$ cat src/sv/chp2h_queue.sv
module chp2h_queue #(
    parameter int DW = 8
) (
    input  logic          clk,
    input  logic          rst_n,
    input  logic          push,
    input  logic [DW-1:0] push_data,
    input  logic          pop,
    output logic [DW-1:0] head_data,
    output logic          full,
    output logic          empty
);

    logic [DW-1:0] entry_reg [2];
    logic          wr_ptr_reg;
    logic          rd_ptr_reg;
    logic [1:0]    fill_reg;

    // entry storage
    always_ff @(posedge clk)
    begin
        if (push)
        begin
            entry_reg[wr_ptr_reg] <= push_data;
        end
    end

    // pointers and fill level
    always_ff @(posedge clk or negedge rst_n)
    begin
        if (!rst_n)
        begin
            wr_ptr_reg <= 1'b0;
            rd_ptr_reg <= 1'b0;
            fill_reg   <= 2'd0;
        end
        else
        begin
            if (push)
            begin
                wr_ptr_reg <= ~wr_ptr_reg;
            end
            if (pop)
            begin
                rd_ptr_reg <= ~rd_ptr_reg;
            end
            if (push && !pop)
            begin
                fill_reg <= fill_reg + 2'd1;
            end
            else if (pop && !push)
            begin
                fill_reg <= fill_reg - 2'd1;
            end
        end
    end

    assign head_data = entry_reg[rd_ptr_reg];
    assign full      = fill_reg[1];
    assign empty     = (fill_reg == 2'd0);

endmodule

$ cat config.mk
export PLATFORM = sky130hd
export DESIGN_NAME = chp2h_queue
export DESIGN_NICKNAME = d
export VERILOG_FILES = /design/src/sv/chp2h_queue.sv
export SDC_FILE = /design/constraint.sdc
export NUM_CORES = 1
export LEC_CHECK = 0
export BUFFER_PORTS_ARGS = -buffer_cell sky130_fd_sc_hd__buf_2
export CELL_PAD_IN_SITES_DETAIL_PLACEMENT = 0
export CELL_PAD_IN_SITES_GLOBAL_PLACEMENT = 1
export CORE_ASPECT_RATIO = 0.9
export CORE_UTILIZATION = 43
export CTS_BUF_LIST = sky130_fd_sc_hd__clkbuf_16
export DETAILED_ROUTE_END_ITERATION = 10
export PLACE_DENSITY = 0.82
export SETUP_SLACK_MARGIN = 0.3
export SYNTH_ARGS = -nofsm -noshare
export SYNTH_HDL_FRONTEND = slang
export SYNTH_SLANG_ARGS = --single-unit
$ cat constraint.sdc
create_clock -name clk -period 2.6 [get_ports clk]
set_clock_uncertainty 0.15 [all_clocks]
set_input_delay 0.26 -clock clk [delete_from_list [all_inputs] [get_ports clk]]
set_output_delay 0.26 -clock clk [all_outputs]
set_load 0.02 [all_outputs]
==> flow_summary.html <==
<table>
<tr><th>Metric</th><th>Value</th></tr>
<tr><th colspan="2">STA</th></tr>
<tr><td>Endpoints failing setup</td><td>0</td></tr>
<tr><td>Slew of the pin with the lowest slew margin</td><td>0.7072 ns</td></tr>
<tr><td>Min Clock Period, post-route</td><td>~1.8 ns</td></tr>
<tr><td>Relative slew slack</td><td>52.76%</td></tr>
<tr><td>Smallest setup slack after layout</td><td>0.8451 ns</td></tr>
<tr><td>Total negative slack for setup checks</td><td>0 ns</td></tr>
<tr><td>Endpoints failing hold</td><td>0</td></tr>
<tr><td>RSZ-0062 raised after global routing</td><td>no</td></tr>
<tr><td>Max Slew Vio Count</td><td>0</td></tr>
<tr><td>Highest clock rate</td><td>roughly 570 MHz</td></tr>
<tr><td>Crit share post-route</td><td>just under 70%</td></tr>
<tr><td>Minimum hold slack</td><td>0.05208 ns</td></tr>
<tr><th colspan="2">Clocking</th></tr>
<tr><td>Buffer depth of the longest clock path</td><td>2</td></tr>
<tr><td>Cells resized by post-CTS repair</td><td>0</td></tr>
<tr><td>CTS HTree Levels</td><td>1</td></tr>
<tr><td>CTS Buf Count</td><td>3</td></tr>
<tr><td>Skew-Pair Late Insertion Delay</td><td>0.24 ns</td></tr>
<tr><td>Clock transition at the register clock pins on the worst setup and hold paths after CTS</td><td>approximately 0.050 ns</td></tr>
<tr><td>Total clock sinks</td><td>20</td></tr>
<tr><td>Clock Tree Root</td><td>sky130_fd_sc_hd__clkbuf_16</td></tr>
<tr><td>Buffers inserted by post-CTS timing repair</td><td>0</td></tr>
<tr><td>Cts-stage hold buffer count</td><td>1</td></tr>
<tr><td>TritonCTS clock tree</td><td>done</td></tr>
<tr><th colspan="2">Worst setup path</th></tr>
<tr><td>Worst R2R End</td><td>entry_reg[0][2]</td></tr>
<tr><td>Cells on worst reg2reg path</td><td>1</td></tr>
<tr><td>Arrival time reported for the critical path endpoint</td><td>1.34 ns</td></tr>
<tr><td>Type of the worst setup path</td><td>flop to output port</td></tr>
<tr><td>Source of the worst register-to-register timing path</td><td>wr_ptr_reg</td></tr>
<tr><td>Reg-to-reg slack, setup</td><td>roughly 1.1 ns</td></tr>
<tr><td>Delay contributed by the slowest stage of the critical path</td><td>0.57 ns</td></tr>
<tr><td>Cell with the largest stage delay on the worst path</td><td>sky130_fd_sc_hd__dfrtp_1</td></tr>
<tr><td>Crit. End Element</td><td>output port</td></tr>
<tr><td>Startpoint type of the worst setup path</td><td>flop</td></tr>
<tr><td>Family of cells with the greatest summed delay on the critical path</td><td>flip-flops</td></tr>
<tr><td>Number of buffers and inverters on the critical path</td><td>1</td></tr>
<tr><td>End of the critical path</td><td>head_data[5]</td></tr>
<tr><td>Cell chain of the critical path</td><td>mux2_2, buf_2</td></tr>
<tr><td>Worst-path fanout max</td><td>9</td></tr>
<tr><td>Start point of the critical path</td><td>rd_ptr_reg</td></tr>
<tr><td>Crit path depth</td><td>2</td></tr>
<tr><td>Required @ worst endpoint</td><td>2.19 ns</td></tr>
<tr><th colspan="2">Final layout</th></tr>
<tr><td>Nets</td><td>79</td></tr>
<tr><td>Post-Layout Inst Area</td><td>974.7 um2</td></tr>
<tr><td>Number of antenna repair diodes</td><td>0</td></tr>
<tr><td>Share of post-route cells with drive strength above 1</td><td>49.23%</td></tr>
<tr><td>Number of standard cells in the final layout excluding fillers</td><td>slightly below 90</td></tr>
<tr><td>Area added between synthesis and finish</td><td>27.91%</td></tr>
<tr><td>Final standard cell utilization of the core</td><td>58.57%</td></tr>
<tr><td>Number of flip-flops under the largest register name</td><td>16</td></tr>
<tr><th colspan="2">Placed design</th></tr>
<tr><td>Post-DP HPWL</td><td>757 um</td></tr>
<tr><td>Count of placed standard cells including taps</td><td>84</td></tr>
<tr><td>Standard cell area after detailed placement</td><td>a little under 900 um2</td></tr>
<tr><td>Dpl ws</td><td>about 1.1 ns</td></tr>
<tr><td>Routability cong.</td><td>0.6493</td></tr>
<tr><td>Count of port buffers added during placement</td><td>21</td></tr>
<tr><th colspan="2">Floorplanning</th></tr>
<tr><td>Core Footprint</td><td>between 0.0015 and 0.002 mm2</td></tr>
<tr><td>I/O Pins</td><td>22</td></tr>
<tr><td>Width of the chip</td><td>46.37 um</td></tr>
<tr><td>Number of rows in the core area</td><td>14</td></tr>
<tr><td>Starting Density</td><td>45.79%</td></tr>
<tr><td>Die height</td><td>41.94 um</td></tr>
<tr><td>Total die area</td><td>0.001945 mm2</td></tr>
<tr><th colspan="2">Yosys</th></tr>
<tr><td>Syn Std Cell Area</td><td>762.0 um2</td></tr>
<tr><td>Count of different cell masters after synthesis</td><td>11</td></tr>
<tr><td>Number of flip-flops and latches in the synthesized netlist</td><td>20</td></tr>
<tr><td>Synth Area in Simple Gates</td><td>2.627%</td></tr>
<tr><td>Average instance area after synthesis</td><td>19.05 um2</td></tr>
<tr><td>Adder and majority cell fraction of the synthesized area</td><td>1.642%</td></tr>
<tr><td>Mux cell area share after synthesis</td><td>11.82%</td></tr>
<tr><td>Synth warn</td><td>0</td></tr>
<tr><td>Compound-cell area share of the yosys netlist</td><td>0%</td></tr>
<tr><td>Syn_nets</td><td>53</td></tr>
<tr><td>Share of synthesized area occupied by flip-flops and latches</td><td>76.19%</td></tr>
<tr><td>Share of the synthesized netlist area taken by xor and xnor gates</td><td>5.747%</td></tr>
<tr><td>Dominant combinational cell family by area after synthesis</td><td>multiplexers</td></tr>
<tr><td>Synth Instances</td><td>40</td></tr>
<tr><th colspan="2">Route</th></tr>
<tr><td>Average detailed-routed wire length per instance</td><td>roughly 12 um</td></tr>
<tr><td>Post-DR vias/cell</td><td>4.348</td></tr>
<tr><td>Residual antenna-violating net count after detailed routing</td><td>0</td></tr>
<tr><td>Drt total wl</td><td>1031 um</td></tr>
<tr><td>Total number of vias</td><td>approximately 390</td></tr>
<tr><td>DRC violation count after routing</td><td>0</td></tr>
<tr><td>1st-iter DRT viols</td><td>3</td></tr>
<tr><td>Detailed-routing iteration count for the pre-antenna-repair pass</td><td>4</td></tr>
<tr><th colspan="2">Power</th></tr>
<tr><td>Worst IR drop on VDD</td><td>0.6327 mV</td></tr>
<tr><td>Power density over the cells</td><td>1130 mW/mm2</td></tr>
<tr><td>Leakage</td><td>between 0.3 and 0.4 nW</td></tr>
<tr><td>Final total power</td><td>between 1 and 1.5 mW</td></tr>
<tr><th colspan="2">GRT</th></tr>
<tr><td>GRT Resource Usage Total</td><td>between 10% and 20%</td></tr>
<tr><td>Via count of the first global-routing pass</td><td>374</td></tr>
<tr><td>Aggregate global routing overflow</td><td>0</td></tr>
<tr><td>Initial antenna violation count</td><td>0</td></tr>
<tr><td>Wire length of the first global-routing pass</td><td>1621 um</td></tr>
<tr><td>Maximum number of pins on one net before global-route repair</td><td>12</td></tr>
<tr><th colspan="2">Job</th></tr>
<tr><td>Number of max-capacitance violations reported</td><td>0</td></tr>
<tr><th colspan="2">Worst hold path</th></tr>
<tr><td>Type of the most critical hold path</td><td>input port to flop</td></tr>
<tr><th colspan="2">Status</th></tr>
<tr><td>Run status</td><td>completed</td></tr>
</table>
==> cell families after synthesis <==
group                    Yosys count
flip-flops                        20
multiplexers                       8
XOR/XNOR                           5
AND/OR/NAND/NOR                    4
buffers and inverters              2
adder cells (fa/ha/maj)            1
==> per-layer routing <==
| layer | global-route usage (%) | up-vias | part of all wire [%] |
|---|---|---|---|
| li1 | - | 195 | - |
| met1 | 15.98 | 180 | 46 |
| met2 | 19.17 | 12 | 49 |
| met3 | 3.913 | 0 | 4.6 |
| met4 | 5.294 | 0 | 0 |
| met5 | 0 | - | 0 |
==> how the worst min path moves through the flow <==
stage                       from              end  slack [ns]  depth (start not counted)
finish              push_data[6]  entry_reg[1][6]        0.05                          1
global route        push_data[0]  entry_reg[1][0]        0.05                          1
CTS                 push_data[6]  entry_reg[1][6]        0.05                          1
detailed placement         rst_n      fill_reg[0]       -0.08                          1
global placement           rst_n      fill_reg[1]       -0.08                          1
floorplan                  rst_n      fill_reg[0]       -0.19                          0
==> power by group <==
| part | total, mW | switching [mW] | internal, mW |
|---|---|---|---|
| clock network | 0.302 | 0.0976 | 0.204 |
| logic | 0.304 | 0.168 | 0.136 |
| registers | 0.495 | 0.0588 | 0.437 |
==> Yosys cell counts (all sizes together) <==
cell type / instances / area, um2
edfxtp: 16 / 480.5
mux2: 8 / 90.09
dfrtp: 4 / 100.1
xor2: 4 / 35.03
nor2: 2 / 7.510
and2: 1 / 6.260
buf: 1 / 11.26
ha: 1 / 12.51
inv: 1 / 3.750
nor2b: 1 / 6.260
xnor2: 1 / 8.760
==> area by class of cell <==
class,instances,area [um2]
Timing Repair Buffer,22,115.1
Inverter,1,3.754
Multi-Input combinational cell,18,166.4
Clock buffer,3,75.07
Tap cell,24,30.03
Sequential cell,20,580.6
Clock inverter,1,3.754
Fill cell,126,689.4
==> cell usage in the layout, fill, tap and decap left out <==
cell and n:
sky130_fd_sc_hd__buf_2 21, sky130_fd_sc_hd__and2_1 1, sky130_fd_sc_hd__xor2_1 4, sky130_fd_sc_hd__clkbuf_16 3, sky130_fd_sc_hd__ha_1 1, sky130_fd_sc_hd__mux2_2 8
sky130_fd_sc_hd__edfxtp_1 16, sky130_fd_sc_hd__nor2_1 2, sky130_fd_sc_hd__dfrtp_1 4, sky130_fd_sc_hd__xnor2_1 1, sky130_fd_sc_hd__nor2b_1 1, sky130_fd_sc_hd__clkinv_1 1
sky130_fd_sc_hd__dlygate4sd3_1 1, sky130_fd_sc_hd__inv_1 1
(Power assumes the default switching activity.)
